### src/rtl/cft_pkg.sv
`timescale 1ns / 1ps
// ----------------------------------------------------------------------------
// cft_pkg: shared types, character codes and helpers of the CSV tokenizer
// Holds the item types of both channels, the command that travels from the
// front part to the back part, and the digit decoder of the numeric parser.
// ----------------------------------------------------------------------------
package cft_pkg;

    // Depth of the command queue between the front and back parts.
    localparam int QUEUE_DEPTH = 4;

    // Decimal text of a 32-bit magnitude has at most ten digits.
    localparam int MAX_DIGITS = 10;
    localparam int NDIG_W     = $clog2(MAX_DIGITS + 1);
    localparam int DIGITS_W   = 4 * MAX_DIGITS;

    // Division by ten as multiply by reciprocal and shift.
    localparam logic [31:0] DIV10_MAGIC = 32'hCCCC_CCCD;
    localparam int          DIV10_SHIFT = 35;
    localparam int          QUOT_W      = 64 - DIV10_SHIFT;

    // Largest magnitude accepted while digits accumulate.
    localparam logic [35:0] ACC_LIMIT   = 36'h0_8000_0000;
    localparam logic [31:0] POS_MAX     = 32'h7FFF_FFFF;

    // Character codes.
    localparam logic [7:0] CH_COMMA = 8'h2C;
    localparam logic [7:0] CH_SEMI  = 8'h3B;
    localparam logic [7:0] CH_BS    = 8'h08;
    localparam logic [7:0] CH_QUOTE = 8'h22;
    localparam logic [7:0] CH_AMP   = 8'h26;
    localparam logic [7:0] CH_SPACE = 8'h20;
    localparam logic [7:0] CH_TAB   = 8'h09;
    localparam logic [7:0] CH_CR    = 8'h0D;
    localparam logic [7:0] CH_PLUS  = 8'h2B;
    localparam logic [7:0] CH_MINUS = 8'h2D;
    localparam logic [7:0] CH_0     = 8'h30;
    localparam logic [7:0] CH_9     = 8'h39;
    localparam logic [7:0] CH_LA    = 8'h61;
    localparam logic [7:0] CH_LF_   = 8'h66;
    localparam logic [7:0] CH_UA    = 8'h41;
    localparam logic [7:0] CH_UF    = 8'h46;
    localparam logic [7:0] CH_LH    = 8'h68;
    localparam logic [7:0] CH_UH    = 8'h48;
    localparam logic [7:0] CH_LO    = 8'h6F;
    localparam logic [7:0] CH_UO    = 8'h4F;
    localparam logic [7:0] CH_LB    = 8'h62;
    localparam logic [7:0] CH_UB    = 8'h42;
    localparam logic [7:0] CH_LX    = 8'h78;
    localparam logic [7:0] CH_UX    = 8'h58;

    // Parse modes.
    localparam logic [1:0] MODE_PLAIN  = 2'd0;
    localparam logic [1:0] MODE_QUOTED = 2'd1;
    localparam logic [1:0] MODE_QQ     = 2'd2;

    // Numeric parser phases.
    localparam logic [2:0] PH_NONE   = 3'd0;
    localparam logic [2:0] PH_AMP    = 3'd1;
    localparam logic [2:0] PH_LEAD   = 3'd2;
    localparam logic [2:0] PH_SIGNED = 3'd3;
    localparam logic [2:0] PH_ZERO   = 3'd4;
    localparam logic [2:0] PH_XPREF  = 3'd5;
    localparam logic [2:0] PH_DIGITS = 3'd6;
    localparam logic [2:0] PH_STOP   = 3'd7;

    // Number bases.
    localparam logic [1:0] BASE_HEX = 2'd0;
    localparam logic [1:0] BASE_OCT = 2'd1;
    localparam logic [1:0] BASE_BIN = 2'd2;

    typedef struct packed {
        logic       req_type;
        logic [7:0] in_char;
    } t_in_item;

    typedef struct packed {
        logic       has_char;
        logic [7:0] out_char;
        logic       field_end;
        logic       line_end;
    } t_out_item;

    // One command per accepted beat at most: a ready result or a number.
    typedef struct packed {
        logic        is_num;
        logic        has_char;
        logic [7:0]  out_char;
        logic        field_end;
        logic        line_end;
        logic        minus;
        logic [31:0] mag;
    } t_cmd;

    typedef struct packed {
        logic       ok;
        logic [3:0] val;
    } t_digit;

    // White space as the numeric reader skips it.
    function automatic logic is_ws(input logic [7:0] b);
        return (b == CH_SPACE) || (b >= CH_TAB && b <= CH_CR);
    endfunction

    // Digit value of a byte in the given base.
    function automatic t_digit digit_of(input logic [7:0] b, input logic [1:0] base);
        t_digit r;
        r.ok  = 1'b0;
        r.val = 4'd0;
        if (b >= CH_0 && b <= CH_9) begin
            r.ok  = 1'b1;
            r.val = 4'(b - CH_0);
        end else if (b >= CH_LA && b <= CH_LF_) begin
            r.ok  = 1'b1;
            r.val = 4'(b - CH_LA + 8'd10);
        end else if (b >= CH_UA && b <= CH_UF) begin
            r.ok  = 1'b1;
            r.val = 4'(b - CH_UA + 8'd10);
        end
        if (base == BASE_OCT && r.val >= 4'd8) begin
            r.ok = 1'b0;
        end else if (base == BASE_BIN && r.val >= 4'd2) begin
            r.ok = 1'b0;
        end
        if (!r.ok) begin
            r.val = 4'd0;
        end
        return r;
    endfunction

endpackage

### src/rtl/cft_front.sv
`timescale 1ns / 1ps
// ----------------------------------------------------------------------------
// cft_front: byte classifier and field state
// Tracks quoting, the delayed field byte and the numeric reader, and turns
// each input beat into at most one command for the back part.
// ----------------------------------------------------------------------------
module cft_front (
    input  logic            i_clk,
    input  logic            i_rst_n,
    input  logic            i_valid,
    input  cft_pkg::t_in_item i_item,
    output logic            o_ready,
    output logic            o_push,
    output cft_pkg::t_cmd   o_cmd,
    input  logic            i_full
);

    logic [1:0]  r_mode,        n_mode;
    logic        r_nonempty,    n_nonempty;
    logic        r_lead_chk,    n_lead_chk;
    logic [7:0]  r_held_byte,   n_held_byte;
    logic        r_held_valid,  n_held_valid;
    logic [2:0]  r_phase,       n_phase;
    logic [1:0]  r_base,        n_base;
    logic        r_neg,         n_neg;
    logic [31:0] r_value,       n_value;
    logic        r_failed,      n_failed;

    logic            accept;
    logic [7:0]      b;
    logic            delim;
    logic            do_push;
    logic [7:0]      push_val;
    logic            do_finish;
    logic            fin_le;
    logic            consumed;
    logic            num_ok;
    cft_pkg::t_digit dg;
    logic [35:0]     acc;
    logic            acc_over;

    assign o_ready = !i_full;
    assign accept  = i_valid && !i_full;
    assign b       = i_item.in_char;
    assign delim   = (b == cft_pkg::CH_COMMA) || (b == cft_pkg::CH_SEMI) ||
                     (b == cft_pkg::CH_BS);

    // Digit decode and accumulation for the byte pushed this beat.
    always_comb begin
        dg = cft_pkg::digit_of(push_val, r_base);
        unique case (r_base)
            cft_pkg::BASE_HEX: acc = {r_value, 4'd0} + 36'(dg.val);
            cft_pkg::BASE_OCT: acc = {1'b0, r_value, 3'd0} + 36'(dg.val);
            default:           acc = {3'd0, r_value, 1'b0} + 36'(dg.val);
        endcase
        acc_over = acc > cft_pkg::ACC_LIMIT;
    end

    // Next state and command for one beat.
    always_comb begin
        n_mode       = r_mode;
        n_nonempty   = r_nonempty;
        n_lead_chk   = r_lead_chk;
        n_held_byte  = r_held_byte;
        n_held_valid = r_held_valid;
        n_phase      = r_phase;
        n_base       = r_base;
        n_neg        = r_neg;
        n_value      = r_value;
        n_failed     = r_failed;
        o_push       = 1'b0;
        o_cmd        = '0;
        do_push      = 1'b0;
        push_val     = b;
        do_finish    = 1'b0;
        fin_le       = 1'b0;
        consumed     = 1'b0;
        num_ok       = 1'b0;

        if (accept) begin
            // Classify the beat.
            if (i_item.req_type) begin
                n_mode = cft_pkg::MODE_PLAIN;
                if (r_nonempty) begin
                    do_finish = 1'b1;
                    fin_le    = 1'b1;
                end else begin
                    o_push         = 1'b1;
                    o_cmd.line_end = 1'b1;
                end
            end else begin
                unique case (r_mode)
                    cft_pkg::MODE_QUOTED: begin
                        if (b == cft_pkg::CH_QUOTE) begin
                            n_mode = cft_pkg::MODE_QQ;
                        end else begin
                            do_push = 1'b1;
                        end
                    end
                    cft_pkg::MODE_QQ: begin
                        if (b == cft_pkg::CH_QUOTE) begin
                            do_push  = 1'b1;
                            push_val = cft_pkg::CH_QUOTE;
                            n_mode   = cft_pkg::MODE_QUOTED;
                        end else begin
                            do_finish = delim;
                            n_mode    = cft_pkg::MODE_PLAIN;
                        end
                    end
                    default: begin
                        n_mode = cft_pkg::MODE_PLAIN;
                        if (b == cft_pkg::CH_QUOTE) begin
                            n_mode = cft_pkg::MODE_QUOTED;
                        end else if (delim) begin
                            do_finish = 1'b1;
                        end else if (!(b == cft_pkg::CH_SPACE && !r_nonempty)) begin
                            do_push = 1'b1;
                        end
                    end
                endcase
            end

            // Add one byte to the field.
            if (do_push) begin
                if (!r_nonempty) begin
                    n_nonempty = 1'b1;
                    consumed   = (push_val == cft_pkg::CH_QUOTE);
                end
                if (!consumed && !r_lead_chk) begin
                    n_lead_chk = 1'b1;
                    if (push_val == cft_pkg::CH_AMP) begin
                        n_phase  = cft_pkg::PH_AMP;
                        consumed = 1'b1;
                    end
                end
                if (!consumed) begin
                    if (r_phase == cft_pkg::PH_NONE) begin
                        // Text byte: release the held one, hold the new one.
                        if (r_held_valid) begin
                            o_push         = 1'b1;
                            o_cmd.has_char = 1'b1;
                            o_cmd.out_char = r_held_byte;
                        end
                        n_held_byte  = push_val;
                        n_held_valid = 1'b1;
                    end else begin
                        unique case (r_phase)
                            cft_pkg::PH_AMP: begin
                                n_phase = cft_pkg::PH_LEAD;
                                if (push_val == cft_pkg::CH_LH ||
                                    push_val == cft_pkg::CH_UH) begin
                                    n_base = cft_pkg::BASE_HEX;
                                end else if (push_val == cft_pkg::CH_LO ||
                                             push_val == cft_pkg::CH_UO) begin
                                    n_base = cft_pkg::BASE_OCT;
                                end else if (push_val == cft_pkg::CH_LB ||
                                             push_val == cft_pkg::CH_UB) begin
                                    n_base = cft_pkg::BASE_BIN;
                                end else begin
                                    n_failed = 1'b1;
                                    n_phase  = cft_pkg::PH_STOP;
                                end
                            end
                            cft_pkg::PH_LEAD, cft_pkg::PH_SIGNED: begin
                                if (r_phase == cft_pkg::PH_LEAD &&
                                    cft_pkg::is_ws(push_val)) begin
                                    n_phase = r_phase;
                                end else if (r_phase == cft_pkg::PH_LEAD &&
                                             (push_val == cft_pkg::CH_PLUS ||
                                              push_val == cft_pkg::CH_MINUS)) begin
                                    n_neg   = (push_val == cft_pkg::CH_MINUS);
                                    n_phase = cft_pkg::PH_SIGNED;
                                end else if (!dg.ok) begin
                                    n_failed = 1'b1;
                                    n_phase  = cft_pkg::PH_STOP;
                                end else begin
                                    if (acc_over) begin
                                        n_failed = 1'b1;
                                    end else begin
                                        n_value = acc[31:0];
                                    end
                                    n_phase = (r_base == cft_pkg::BASE_HEX &&
                                               dg.val == 4'd0) ?
                                              cft_pkg::PH_ZERO : cft_pkg::PH_DIGITS;
                                end
                            end
                            cft_pkg::PH_ZERO, cft_pkg::PH_XPREF,
                            cft_pkg::PH_DIGITS: begin
                                if (r_phase == cft_pkg::PH_ZERO &&
                                    (push_val == cft_pkg::CH_LX ||
                                     push_val == cft_pkg::CH_UX)) begin
                                    n_phase = cft_pkg::PH_XPREF;
                                end else if (!dg.ok) begin
                                    n_phase = cft_pkg::PH_STOP;
                                end else begin
                                    if (acc_over) begin
                                        n_failed = 1'b1;
                                    end else begin
                                        n_value = acc[31:0];
                                    end
                                    n_phase = cft_pkg::PH_DIGITS;
                                end
                            end
                            default: begin
                                n_phase = r_phase;
                            end
                        endcase
                    end
                end
            end

            // Close the field and clear its state.
            if (do_finish) begin
                o_push          = 1'b1;
                o_cmd.field_end = 1'b1;
                o_cmd.line_end  = fin_le;
                if (r_phase != cft_pkg::PH_NONE) begin
                    num_ok = !r_failed && r_phase != cft_pkg::PH_AMP &&
                             r_phase != cft_pkg::PH_LEAD &&
                             r_phase != cft_pkg::PH_SIGNED &&
                             !(!r_neg && r_value > cft_pkg::POS_MAX);
                    o_cmd.is_num = 1'b1;
                    o_cmd.mag    = num_ok ? r_value : 32'd0;
                    o_cmd.minus  = num_ok && r_neg && (r_value != 32'd0);
                end else if (r_held_valid && r_held_byte != cft_pkg::CH_QUOTE) begin
                    o_cmd.has_char = 1'b1;
                    o_cmd.out_char = r_held_byte;
                end
                n_nonempty   = 1'b0;
                n_lead_chk   = 1'b0;
                n_held_byte  = 8'd0;
                n_held_valid = 1'b0;
                n_phase      = cft_pkg::PH_NONE;
                n_base       = cft_pkg::BASE_HEX;
                n_neg        = 1'b0;
                n_value      = 32'd0;
                n_failed     = 1'b0;
            end
        end
    end

    // State registers.
    always_ff @(posedge i_clk) begin
        if (!i_rst_n) begin
            r_mode       <= cft_pkg::MODE_PLAIN;
            r_nonempty   <= 1'b0;
            r_lead_chk   <= 1'b0;
            r_held_byte  <= 8'd0;
            r_held_valid <= 1'b0;
            r_phase      <= cft_pkg::PH_NONE;
            r_base       <= cft_pkg::BASE_HEX;
            r_neg        <= 1'b0;
            r_value      <= 32'd0;
            r_failed     <= 1'b0;
        end else begin
            r_mode       <= n_mode;
            r_nonempty   <= n_nonempty;
            r_lead_chk   <= n_lead_chk;
            r_held_byte  <= n_held_byte;
            r_held_valid <= n_held_valid;
            r_phase      <= n_phase;
            r_base       <= n_base;
            r_neg        <= n_neg;
            r_value      <= n_value;
            r_failed     <= n_failed;
        end
    end

endmodule

### config.mk
export PLATFORM = sky130hd
export DESIGN_NAME = cft_front
export DESIGN_NICKNAME = d
export VERILOG_FILES = /design/src/rtl/cft_pkg.sv /design/src/rtl/cft_front.sv
export SDC_FILE = /design/constraint.sdc
export NUM_CORES = 1
export LEC_CHECK = 0
export BUFFER_PORTS_ARGS = -buffer_cell sky130_fd_sc_hd__buf_2
export CORE_AREA = 2 2 178 110
export DETAILED_ROUTE_END_ITERATION = 12
export DIE_AREA = 0 0 180 112
export PLACE_DENSITY = 0.53
export SYNTH_ARGS = -nofsm -noshare
export SYNTH_HDL_FRONTEND = slang
export SYNTH_SLANG_ARGS = --single-unit
export TNS_END_PERCENT = 1
### constraint.sdc
create_clock -name i_clk -period 6.65 [get_ports i_clk]
set_input_delay 0.3325 -clock i_clk [delete_from_list [all_inputs] [get_ports i_clk]]
set_output_delay 0.3325 -clock i_clk [all_outputs]
set_load 0.1 [all_outputs]
* After elaboration in Yosys (flattened, before gate mapping)
Cells that the tools add are included.
Widths: inputs -> output; s select.
** Storage, ports and cells
- Register bits after elaboration :: 52
- Output and inout bits :: 47
- Logic and storage cells :: 262
** Operators by class
- Add/subtract/negate cells :: 8
- Order comparisons :: 12
- Eq/ne operators :: 44
- Multiplexer cells :: 126
- Reduce and logical (&&, ||, !) cells :: 62
** Operators by type and width (number)
- $mux 32 :: 10
- $mux 45 :: 2
- $eq 8x6->1 const B :: 9
- $mux 8 :: 9
- $pmux 36 s2 :: 1
- $eq 8x7->1 const B :: 8
- $pmux 32 s2 :: 1
- $mux 1 :: 63
- $mux 9 :: 6
- $add 35x4->36 :: 1
- $add 36x4->36 :: 1
- $gt 36x32->1 const B :: 1
- $add 33x4->34 :: 1
- $mux 3 :: 11
- $mux 33 :: 1
- $gt 32x31->1 const B :: 1
- $reduce_bool 32->1 :: 1
- $mux 2 :: 14
- $ne 3x3->1 const B :: 8
- $logic_and 1x1->1 :: 21
- $ge 8x7->1 const B :: 2
- $le 8x7->1 const B :: 2
- $mux 5 :: 3
- $reduce_and 12->1 :: 1
- 40 further kinds :: 74

* Longest topological paths before layout
Gate-level depths: netlist (run 1).
- Depth in word-level cells :: 28
- Depth in mapped cells :: 24

* Least setup slack after synthesis (run 1)
OpenSTA, ideal clock, no wires.
- Kind :: input-to-reg
- Start :: input port i_item[1] (netlist bit)
- End :: register r_value[28]
- Setup time :: 0.117 ns
- Arrival time :: 5.477 ns
- Setup slack :: 1.056 ns
- Stages :: 24
- Path buffers :: 5
- Cell sequence :: buf_2 -> clkbuf_1 -> inv_1 -> ha_1 -> nor3b_1 -> nor4_4 -> o211a_1 -> or2_2 -> clkbuf_1 -> nor2_1 -> ha_1 -> inv_1 -> fa_1 -> nor2b_1 -> o21ai_1 -> clkbuf_1 -> o31ai_2 -> a21oi_1 -> a2111oi_0 -> nand4_1 -> or4_4 -> a211o_1 -> buf_6 -> a22o_1
** On the way
- Word-level cells in the longest chain between the ends :: 28
** RTL lines
- start, declared :: RTL line cft_front.sv:11 : input cft_pkg::t_in_item i_item,
- $eq 8x6->1 :: RTL line cft_front.sv:94, cft_front.sv:101, cft_front.sv:112
- $mux 8 :: RTL line cft_front.sv:101 : if (b == cft_pkg::CH_QUOTE) begin
- $mux 8 :: RTL line cft_front.sv:92 : unique case (r_mode)
- $mux 8 :: RTL line cft_front.sv:82 : if (i_item.req_type) begin
- $mux 8 (2 in a row) :: RTL line cft_front.sv:80 : if (accept) begin
- $sub 4x1->4, or another cell as far along :: RTL line cft_pkg.sv:115, cft_pkg.sv:118
- $add 4x4->4 or $logic_and 1x1->1 (tied branches) :: RTL line cft_pkg.sv:115, cft_pkg.sv:118, cft_pkg.sv:116
- $mux 5 :: RTL line cft_pkg.sv:116 : end else if (b >= CH_UA && b <= CH_UF) begin
- [... 11 more ...]
- $mux 32 :: RTL line cft_front.sv:193 : end else if (!dg.ok) begin
- $mux 32 :: RTL line cft_front.sv:168 : end else if (r_phase == cft_pkg::PH_LEAD &&
- $mux 32 :: RTL line cft_front.sv:165 : if (r_phase == cft_pkg::PH_LEAD &&
- $pmux 32 s2 :: RTL line cft_front.sv:147 : unique case (r_phase)
- $mux 32 :: RTL line cft_front.sv:137 : if (r_phase == cft_pkg::PH_NONE) begin
- $mux 32 :: RTL line cft_front.sv:136 : if (!consumed) begin
- $mux 32 :: RTL line cft_front.sv:124 : if (do_push) begin
- $mux 32 :: RTL line cft_front.sv:213 : if (do_finish) begin
- end signal, assigned :: RTL line cft_front.sv:264 : r_value <= n_value;
- end, declared :: RTL line cft_front.sv:26 : logic [31:0] r_value, n_value;
Parallel ways exist; a longest one is shown, timed or not. The select of a mux whose other input is x is not followed.
A chain may end at the register's enable or synchronous reset.

* Worst setup path in the final report (run 1)
- Start :: input port i_item[0] (netlist bit)
- End :: register r_value[0]
Same word-level chain as after synthesis.

==> results of run 1 <==
worst min path at each step:
stage,end,slack [ns]
floorplan,r_lead_chk,0.43
global route,r_mode[1],0.47
detailed placement,r_neg,0.48
CTS,r_held_byte[6],0.46
finish,r_mode[0],0.46
global placement,r_lead_chk,0.47
critical path: stages:
cell	delay (ns)
sky130_fd_sc_hd__buf_2	0.29
sky130_fd_sc_hd__inv_1	0.12
sky130_fd_sc_hd__ha_1	0.24
sky130_fd_sc_hd__nor3b_1	0.17
sky130_fd_sc_hd__nor4_4	0.38
sky130_fd_sc_hd__a22oi_1	0.21
sky130_fd_sc_hd__or2_2	0.39
sky130_fd_sc_hd__nor2_1	0.14
sky130_fd_sc_hd__ha_1	0.19
sky130_fd_sc_hd__inv_1	0.07
sky130_fd_sc_hd__fa_1	0.41
sky130_fd_sc_hd__nor2b_1	0.23
sky130_fd_sc_hd__o21ai_1	0.29
sky130_fd_sc_hd__o311ai_0	0.35
sky130_fd_sc_hd__o311ai_0	0.21
sky130_fd_sc_hd__a2111oi_0	0.43
sky130_fd_sc_hd__nand4_1	0.15
sky130_fd_sc_hd__or4_4	0.60
sky130_fd_sc_hd__a211o_1	0.48
sky130_fd_sc_hd__buf_4	0.26
sky130_fd_sc_hd__a22o_1	0.24
layer usage:
metal,vias up,GRT usage [%],share of wire (%)
met5,-,0,0
met3,13,4.874,10
met4,0,2.981,0.74
li1,2853,-,-
met2,281,24.06,36
met1,2838,32.60,53
cell type report:
class                           instances  area share, %
Sequential cell                        52          17.40
Clock buffer                            5          2.089
Tap cell                              246          5.138
Multi-Input combinational cell        598          66.56
Timing Repair Buffer                   75          6.934
Inverter                               25          1.566
Clock inverter                          3         0.3133
flip-flops by register name, summed over array words and instances (netlist names):
name	count
r_failed	1
r_nonempty	1
r_neg	1
r_held_byte	8
r_held_valid	1
r_base	2
r_phase	3
r_lead_chk	1
r_value	32
r_mode	2
power groups by stage:
stage | Clock (mW) | Combinational, mW | Sequential, mW
global route | 0.286 | 0.0754 | 0.316
floorplan | 0 | 0.0521 | 0.322
CTS | 0.275 | 0.0682 | 0.316
finish | 0.268 | 0.0692 | 0.316
global placement | 0 | 0.0684 | 0.323
detailed placement | 0 | 0.0679 | 0.323
synth_stat cells, types with 4 or more instances:
master	instances
sky130_fd_sc_hd__o21ai_0	27
sky130_fd_sc_hd__nor3_1	30
sky130_fd_sc_hd__o21a_1	4
sky130_fd_sc_hd__nand2_1	48
sky130_fd_sc_hd__a211oi_1	13
sky130_fd_sc_hd__nor2_1	48
sky130_fd_sc_hd__a2111oi_0	4
sky130_fd_sc_hd__a22oi_1	15
sky130_fd_sc_hd__and2_1	45
sky130_fd_sc_hd__inv_1	24
sky130_fd_sc_hd__buf_2	18
sky130_fd_sc_hd__a21oi_1	43
sky130_fd_sc_hd__o31ai_1	7
sky130_fd_sc_hd__o2bb2ai_1	16
sky130_fd_sc_hd__and4_1	11
sky130_fd_sc_hd__or3_1	8
sky130_fd_sc_hd__nor4_1	25
sky130_fd_sc_hd__nand3_1	12
sky130_fd_sc_hd__a21boi_0	5
sky130_fd_sc_hd__o211ai_1	9
sky130_fd_sc_hd__a22o_1	13
sky130_fd_sc_hd__nand2b_1	11
sky130_fd_sc_hd__buf_6	4
sky130_fd_sc_hd__mux2i_1	10
sky130_fd_sc_hd__ha_1	10
sky130_fd_sc_hd__nor3b_1	7
sky130_fd_sc_hd__a311oi_1	4
sky130_fd_sc_hd__nor2b_1	17
sky130_fd_sc_hd__a32o_1	7
sky130_fd_sc_hd__nand4_1	24
sky130_fd_sc_hd__xor2_1	10
sky130_fd_sc_hd__dfxtp_1	52
sky130_fd_sc_hd__nor4b_1	4
sky130_fd_sc_hd__a31oi_1	7
sky130_fd_sc_hd__and3_1	9
sky130_fd_sc_hd__clkbuf_1	52
sky130_fd_sc_hd__o41ai_1	5
sky130_fd_sc_hd__or4_1	13
sky130_fd_sc_hd__xnor2_1	18
through the flow:
stage / setup WS (ns) / std cells / util [%] / hold slack (ns) / cell area [um2]
4_1_cts: 0.7314 / 1004 / 32.22 / 0.4552 / 5991
3_3_place_gp: 0.6999 / 996 / 31.45 / 0.4656 / 5847
6_report: 0.6400 / 1004 / 32.22 / 0.4589 / 5991
3_5_place_dp: 0.4061 / 996 / 31.45 / 0.4786 / 5847
5_1_grt: 0.2635 / 1004 / 32.22 / 0.4719 / 5991
2_1_floorplan: 1.056 / 753 / - / 0.4257 / 5472
kinds of logic after synthesis:
kind of cell,count (synthesis),synth area share (%)
compound gates,218,28.88
xor+xnor,28,4.482
fa+ha+maj,11,2.653
buf+inv,103,8.164
flops,52,19.03
mux,11,2.035
simple gates,330,34.76
==> flow_summary.ini, run 1 <==
[power_and_ir_drop]
power.share.clock_pct = 41.1
overall_power_of_the_completed_layout_mw = 0.6534
power_switching_share_pct = 27.32
power_leakage_nw = 2.110
cell_internal_pwr_mw = 0.4749
sequentialPowerShare_pct = 48.3
share_comb_of_total_power_pct = 10.6
p_switching_mw = 0.1785
irDropWorstVdd_v = 0.00009400
power_density_nw_per_um2 = 109.1

[routing]
detail_route.wl_per_cell_um = 19.83
ant_nets = 0
route.detailed.drc = 0
drt-initial-drc-count = 570
routed_wire_length_mm = 19.91
drt_first_pass_iters = 5
dr_total_vias = 5985
route.detailed.vias_per_inst = 5.961

[critical_path]
worst_r2r_setup_slack_ns = 0.78
cp.required_ns = 6.84
critPathLaunchType = input port
timing.setup.critical_path_class = in2reg
worst_setup_path_end_kind = register
endpoint = r_value[0]
cp_max_fo = 18
critical_path.reg2reg.startpoint = r_base[1]
setup.worst_path.start = i_item[0]
worst-r2r-cell-count = 17
worstReg2RegEnd = r_value[0]
timing.critical_path.arrival_ns = 6.20

[clock_tree]
cts_tree = yes
cts.clk_slew.worst_paths_ns = 0.07
count_of_buffers_added_by_post_cts_timing_repair_for_setup = 0
cts_inserted_buffers = 5
post_cts_resized = 0
clock_latency_ns = 0.30
master_cell_of_the_clock_root_buffer = sky130_fd_sc_hd__clkbuf_16
htreeDepth = 2
clkSinkCount = 52
clk_path_buf_depth = 2
ctsHoldBuffers = 0

[logic_synthesis]
post-synth-top-area-cell = sky130_fd_sc_hd__dfxtp_1
most_used_dff_post_synth = sky130_fd_sc_hd__dfxtp_1
yosysUniqueCellTypes = 80
postSynthRegisterBits = 52
synth_nets = 777
ys_seq_area_share_pct = 19.03
synth-edff-count = 0
post_synth_main_area_contributors = sky130_fd_sc_hd__dfxtp_1, sky130_fd_sc_hd__and2_1, sky130_fd_sc_hd__a21oi_1
share_of_async_settable_or_async_resettable_flops_after_synthesis_pct = 0
cell_area_after_synthesis_um2 = 5471
netlist.area_leader.share_pct = 19.03
netlist_instances = 753
synth.avg_cell_area_um2 = 7.266
ys_warn_count = 0

[floorplan]
floorplan.initialDensity_pct = 29.43
fp-row-count = 39
design.core.area_um2 = 18590
die_w_um = 180
floorplan.die.height_um = 112
fp.dieArea_um2 = 20160
ios = 60

[placement]
detailedPlacementHpwl_mm = 14.74
port_buffers = 59
routabilityCongestion = 0.8988

[cells_and_area]
layout_cell_share_with_drive_strength_beyond_1_pct = 13.32
area_delta_synth_final_pct = 9.490
fin_nets = 781
multi_input_comb_area_um2 = 3988
insertedDiodeCount = 0
mostFrequentLayoutCell = sky130_fd_sc_hd__buf_2
number_of_fillers_in_the_final_layout = 1982
sequential_cell_area_um2 = 1042
mostFrequentLayoutCells = sky130_fd_sc_hd__buf_2, sky130_fd_sc_hd__dfxtp_1, sky130_fd_sc_hd__nor2_1, sky130_fd_sc_hd__nand2_1, sky130_fd_sc_hd__and2_1

[timing]
timing.final.setup_violations = 0
hold_violations = 0
finalSetupTns_ns = 0
worst_slew_pin_slew_ns = 1.241
grt_setup_unrepaired = false
worst_slew_margin_rel_pct = 16.61
maxClockFrequency_mhz = 166.4
final.min_clock_period_ns = 6.010
final_min_period_over_clock_period_pct = 90.38
worst_clock_skew_ns = 0.006643
timing_max_transition_violations_final = 0

[global_routing]
grt_max_degree = 37
first_pass_grt_wire_length_mm = 31.55
number_of_global_route_vias_before_repair = 5253
track_usage_pct = 19.51
antenna_found_initial = 0
gr-total-overflow = 0

[status]
outcome = completed

[min_path]
worst_hold_path_depth = 4
path_type_of_the_worst_min_delay_path = in2reg
min_from = i_item[8]

[job]
maxCapViolations = 0
(Power assumes the default switching activity.)
==> run 2: changes to the inputs <==
CORE_AREA = 2 2 139 87   (was 2 2 178 110)
DIE_AREA = 0 0 141 89   (was 0 0 180 112)
PLACE_DENSITY = 0.75   (was 0.53)
==> run 2 against run 1 <==
- sequential power hardly changed
- wire length is 6.6% lower
- via count is 3.7% higher
- power is 8.9% higher
- core utilization is 20 points higher
- cell area is 2.7% lower
- setup slack worse by 0.013 ns
- critical path depth stayed put
- first-iteration DRC count is 54% higher
- count of clock-buffer cells in the layout is 1 higher
- clock power is 22% higher
- critical path type unchanged
- critical endpoint is now r_value[10]
==> flow_summary.ini, run 2 (synthesis results as in run 1) <==
[routing]
routed_wire_length_mm = 18.59
ant_nets = 0
dr_total_vias = 6204
drt_first_pass_iters = 6
route.detailed.vias_per_inst = 6.947
route.detailed.drc = 0
drt-initial-drc-count = 878
detail_route.wl_per_cell_um = 20.82

[clock_tree]
clock_latency_ns = 0.31
cts_inserted_buffers = 5
count_of_buffers_added_by_post_cts_timing_repair_for_setup = 0
clkSinkCount = 52
htreeDepth = 2
cts.clk_slew.worst_paths_ns = 0.08
cts_tree = yes
clk_path_buf_depth = 2
master_cell_of_the_clock_root_buffer = sky130_fd_sc_hd__clkbuf_16
ctsHoldBuffers = 0

[critical_path]
crit_path_max_incr_delay_ns = 0.62
worst_setup_path_end_kind = register
crit_path_cell_trace = buf_2, inv_1, ha_1, nor3b_1, nor4_4, a22oi_1, or2_2, nor2_1, ha_1, inv_1, fa_1, nor2b_1, o21ai_1, buf_4, o31ai_2, a21oi_1, a2111oi_0, nand4_1, or4_4, a211o_2, a22o_1
cp_max_fo = 31
cp.required_ns = 6.85
critical_path.slowest_cell = sky130_fd_sc_hd__a211o_2
worst_r2r_setup_slack_ns = 0.82
crit_family = compound AO/OA/AOI/OAI gates
crit_buf_inv = 4
timing.setup.critical_path_class = in2reg
critPathLaunchType = input port
timing.critical_path.arrival_ns = 6.22

[timing]
worst_clock_skew_ns = 0.004929
finalSetupTns_ns = 0
timing_max_transition_violations_final = 0
final.min_clock_period_ns = 6.023
timing.final.setup_violations = 0
worst_slew_margin_rel_pct = 12.63
hold_violations = 0
final_min_period_over_clock_period_pct = 90.57
grt_setup_unrepaired = false
maxClockFrequency_mhz = 166.0
worst_slew_pin_slew_ns = 1.300
postLayoutSetupSlackWorst_ns = 0.6268

[floorplan]
floorplan.die.height_um = 89
die_w_um = 141
fp-row-count = 30
fp.dieArea_um2 = 12550
floorplan.initialDensity_pct = 49.08
ios = 60
design.core.area_um2 = 11150

[power_and_ir_drop]
power_leakage_nw = 2.079
overall_power_of_the_completed_layout_mw = 0.7116
cell_internal_pwr_mw = 0.5230
irDropWorstVdd_v = 0.00009240
p_switching_mw = 0.1885
sequentialPowerShare_pct = 44.4
power_density_nw_per_um2 = 122.0
power.share.clock_pct = 46.0
power_switching_share_pct = 26.50
share_comb_of_total_power_pct = 9.6

[placement]
detailedPlacementHpwl_mm = 13.38
detailed_place.area_um2 = 5652
routabilityCongestion = 1.008
place_worst_setup_slack_ns = 0.1878
port_buffers = 59

[global_routing]
antenna_found_initial = 0
track_usage_pct = 29.40
gr-total-overflow = 0
number_of_global_route_vias_before_repair = 5215
grt_max_degree = 46
first_pass_grt_wire_length_mm = 29.30

[cells_and_area]
area_delta_synth_final_pct = 6.563
number_of_fillers_in_the_final_layout = 1080
largest_registers_ranked_by_flip_flop_count = r_value (32), r_held_byte (8), r_phase (3)
max_reg_flops = 32
end_of_flow_core_utilization_pct = 52.30
layout_cell_share_with_drive_strength_beyond_1_pct = 12.42
mostFrequentLayoutCell = sky130_fd_sc_hd__buf_2
largest-register = r_value
mostFrequentLayoutCells = sky130_fd_sc_hd__buf_2, sky130_fd_sc_hd__dfxtp_1, sky130_fd_sc_hd__nor2_1, sky130_fd_sc_hd__nand2_1, sky130_fd_sc_hd__and2_1
fin_nets = 772
insertedDiodeCount = 0
final_design_area_no_fill_um2 = 5831

[job]
maxCapViolations = 0

[min_path]
path_type_of_the_worst_min_delay_path = in2reg

[status]
outcome = completed
## run 2: cell count changes in the layout (fill, tap and decap cells not counted)
cell	change
sky130_fd_sc_hd__a211o_2	+1
sky130_fd_sc_hd__a211o_1	-1
sky130_fd_sc_hd__clkbuf_8	+1
sky130_fd_sc_hd__clkinv_2	-2
sky130_fd_sc_hd__buf_4	-9
sky130_fd_sc_hd__bufinv_16	+1
## run 2: metal layers
| metal | wire (um) | track usage (%) | vias up |
|---|---|---|---|
| met2 | 7057 | 39.47 | 452 |
| met4 | 392 | 7.636 | 0 |
| met3 | 2637 | 7.981 | 49 |
| met5 | 0 | 0 | - |
| met1 | 8503 | 45.24 | 2871 |
| li1 | - | - | 2832 |
## run 2: final timing paths
check / cells past startpoint / start / endpoint
worst max register to register: 18 / r_base[0] / r_value[10]
worst min register to register: 2 / r_lead_chk / r_lead_chk
worst min-delay path: 3 / i_rst_n / r_mode[1]
worst max-delay path: 21 / i_item[0] / r_value[10]
## run 2: final cells by class
| cell class | instances | area, um2 | share of cell area (%) |
|---|---|---|---|
| clock inverters | 2 | 38.79 | 0.6652 |
| flip-flops and latches | 52 | 1042 | 17.88 |
| clock buffers | 6 | 138.9 | 2.382 |
| well taps | 144 | 180.2 | 3.090 |
| inverters | 25 | 93.84 | 1.609 |
| repair buffers | 66 | 347.8 | 5.966 |
| multi-input cells | 598 | 3989 | 68.41 |
## run 2: repair_timing
item	4_1_cts	5_1_grt
hold endpoints to repair	0	0
resized for setup	0	1
setup endpoints to repair	0	16
## run 2: stage by stage
stage	hold slack (ns)	instances
6_report	0.4509	893
5_1_grt	0.4644	893
2_1_floorplan	0.4257	753
4_1_cts	0.4430	893
3_3_place_gp	0.4671	885
3_5_place_dp	0.4688	885
## run 2: power groups by stage
stage / clock network [mW] / logic (mW) / registers (mW)
finish: 0.327 / 0.0680 / 0.316
global route: 0.338 / 0.0735 / 0.317
CTS: 0.328 / 0.0659 / 0.316
detailed placement: 0 / 0.0658 / 0.323
global placement: 0 / 0.0641 / 0.323
floorplan: 0 / 0.0521 / 0.322
## run 2: worst register-to-register path, stage by stage, from the launching register on
cell and delay, ns:
sky130_fd_sc_hd__dfxtp_1 0.37, sky130_fd_sc_hd__nor2b_1 0.79, sky130_fd_sc_hd__o21ai_0 0.21, sky130_fd_sc_hd__a22oi_1 0.30, sky130_fd_sc_hd__or2_2 0.26, sky130_fd_sc_hd__nor2_1 0.07
sky130_fd_sc_hd__ha_1 0.22, sky130_fd_sc_hd__inv_1 0.07, sky130_fd_sc_hd__fa_1 0.21, sky130_fd_sc_hd__nor2b_1 0.10, sky130_fd_sc_hd__o21ai_1 0.45, sky130_fd_sc_hd__buf_4 0.26
sky130_fd_sc_hd__or4_1 0.13, sky130_fd_sc_hd__a21oi_1 0.09, sky130_fd_sc_hd__a2111oi_0 0.47, sky130_fd_sc_hd__nand4_1 0.16, sky130_fd_sc_hd__or4_4 0.59, sky130_fd_sc_hd__a211o_2 0.62
sky130_fd_sc_hd__a22o_1 0.35
==> run 3: changes to the inputs <==
PLACE_DENSITY = 0.79   (was 0.75)
==> run 3 against run 2 <==
- clock skew increased by 0.0037 ns
- die area stayed put
- cell area shrank 0.39%
- largest cell class unchanged
- worst hold slack better by 0.0025 ns
- cell count rose by 0.22%
==> flow_summary.ini, run 3 (synthesis results as in run 1) <==
[global_routing]
number_of_global_route_vias_before_repair = 5193
grt_max_degree = 59
track_usage_pct = 28.97
antenna_found_initial = 0
gr-total-overflow = 0
first_pass_grt_wire_length_mm = 28.88

[critical_path]
cp.required_ns = 6.84
cp_max_fo = 31
crit_buf_inv = 4
timing.critical_path.arrival_ns = 6.34
critPathLaunchType = input port
critical_path.slowest_cell = sky130_fd_sc_hd__a211o_1
crit_path_max_incr_delay_ns = 0.75
crit_family = compound AO/OA/AOI/OAI gates
timing.setup.critical_path_class = in2reg
setup.worst_path.start = i_item[0]
worst-r2r-cell-count = 18
crit_path_cell_trace = buf_2, inv_1, ha_1, nor3b_1, nor4_4, a22oi_1, or2_2, nor2_1, ha_1, inv_1, fa_1, nor2b_1, o21ai_1, buf_4, o31ai_2, a21oi_1, a2111oi_0, nand4_1, or4_4, a211o_1, a22o_1
worstReg2RegEnd = r_value[28]
critical_path.reg2reg.startpoint = r_base[0]
worst_setup_path_end_kind = register
worst_r2r_setup_slack_ns = 0.79

[clock_tree]
htreeDepth = 2
count_of_buffers_added_by_post_cts_timing_repair_for_setup = 0
ctsHoldBuffers = 0
post_cts_resized = 0
clock_latency_ns = 0.30
cts_tree = yes
clkSinkCount = 52
cts_inserted_buffers = 5
cts.clk_slew.worst_paths_ns = 0.07
master_cell_of_the_clock_root_buffer = sky130_fd_sc_hd__clkbuf_16
clk_path_buf_depth = 2

[power_and_ir_drop]
irDropWorstVdd_v = 0.00008555
overall_power_of_the_completed_layout_mw = 0.6491
power_density_nw_per_um2 = 111.8
power_leakage_nw = 2.072

[cells_and_area]
largest_registers_ranked_by_flip_flop_count = r_value (32), r_held_byte (8), r_phase (3)
max_reg_flops = 32
end_of_flow_core_utilization_pct = 52.10
largest-register = r_value
mostFrequentLayoutCell = sky130_fd_sc_hd__buf_2
insertedDiodeCount = 0
layout_cell_share_with_drive_strength_beyond_1_pct = 12.25
fin_nets = 774
number_of_fillers_in_the_final_layout = 1067
mostFrequentLayoutCells = sky130_fd_sc_hd__buf_2, sky130_fd_sc_hd__dfxtp_1, sky130_fd_sc_hd__nor2_1, sky130_fd_sc_hd__nand2_1, sky130_fd_sc_hd__and2_1
stdcell_count = 895
final_design_area_no_fill_um2 = 5808
area_delta_synth_final_pct = 6.151

[timing]
timing.final.setup_violations = 0
final.min_clock_period_ns = 6.149
timing_max_transition_violations_final = 0
worst_slew_pin_slew_ns = 1.200
final_min_period_over_clock_period_pct = 92.47
worst_slew_margin_rel_pct = 19.51
grt_setup_unrepaired = false
worst_clock_skew_ns = 0.008633
finalSetupTns_ns = 0
hold_violations = 0
maxClockFrequency_mhz = 162.6

[placement]
detailed_place.area_um2 = 5667
routabilityCongestion = 0.9760
placed_cells = 887
port_buffers = 59
detailedPlacementHpwl_mm = 13.19

[floorplan]
die_w_um = 141
fp.dieArea_um2 = 12550
fp-row-count = 30
design.core.area_um2 = 11150
floorplan.die.height_um = 89
floorplan.initialDensity_pct = 49.08
ios = 60

[min_path]
holdPathEnd = r_phase[1]
path_type_of_the_worst_min_delay_path = in2reg
min_from = i_rst_n
worst_hold_path_depth = 2

[routing]
dr_total_vias = 6212
drt_first_pass_iters = 5
route.detailed.vias_per_inst = 6.941
detail_route.wl_per_cell_um = 20.50
ant_nets = 0
route.detailed.drc = 0
routed_wire_length_mm = 18.35
drt-initial-drc-count = 969

[job]
maxCapViolations = 0

[status]
outcome = completed
## run 3: how the worst max path moves through the flow
stage,end,cells past startpoint
3_5_place_dp,r_value[8],21
4_1_cts,r_value[28],21
5_1_grt,r_value[24],21
3_3_place_gp,r_value[15],21
2_1_floorplan,r_value[28],24
6_report,r_value[28],21
## run 3: power breakdown
group	switching (mW)	internal, mW	total, mW
clock	0.125	0.141	0.266
combinational	0.0465	0.0204	0.0669
sequential	0.00238	0.314	0.316
## run 3: final cells by class
| cell class | count | area (um2) | share of cell area [%] |
|---|---|---|---|
| clock buffer | 7 | 132.6 | 2.283 |
| tap | 144 | 180.2 | 3.102 |
| inverter | 25 | 93.84 | 1.616 |
| timing repair buffer | 68 | 362.8 | 6.247 |
| clock inverter | 1 | 8.758 | 0.1508 |
| sequential | 52 | 1042 | 17.94 |
| multi-input combinational | 598 | 3988 | 68.66 |
## run 3: stage by stage
step / worst slack, ns / hold slack [ns]
after global placement: 0.5077 / 0.4643
final: 0.5009 / 0.4534
after detailed placement: 0.3229 / 0.4686
after floorplan: 1.056 / 0.4257
after CTS: 0.6230 / 0.4523
after global routing: 0.002137 / 0.4722
## run 3: worst register-to-register path, delay by kind of cell (launching register included)
| family | cells | cell delay [ns] |
|---|---|---|
| AO/OA/AOI/OAI | 7 | 2.49 |
| AND/OR/NAND/NOR | 5 | 1.47 |
| buffers and inverters | 4 | 0.90 |
| adder cells (fa/ha/maj) | 2 | 0.59 |
| flip-flops | 1 | 0.31 |
## run 3: metal layers
layer	routed length, um	GRT usage [%]
met1	8390	44.40
met2	6844	37.56
met3	2811	10.34
met4	302	6.636
met5	0	0
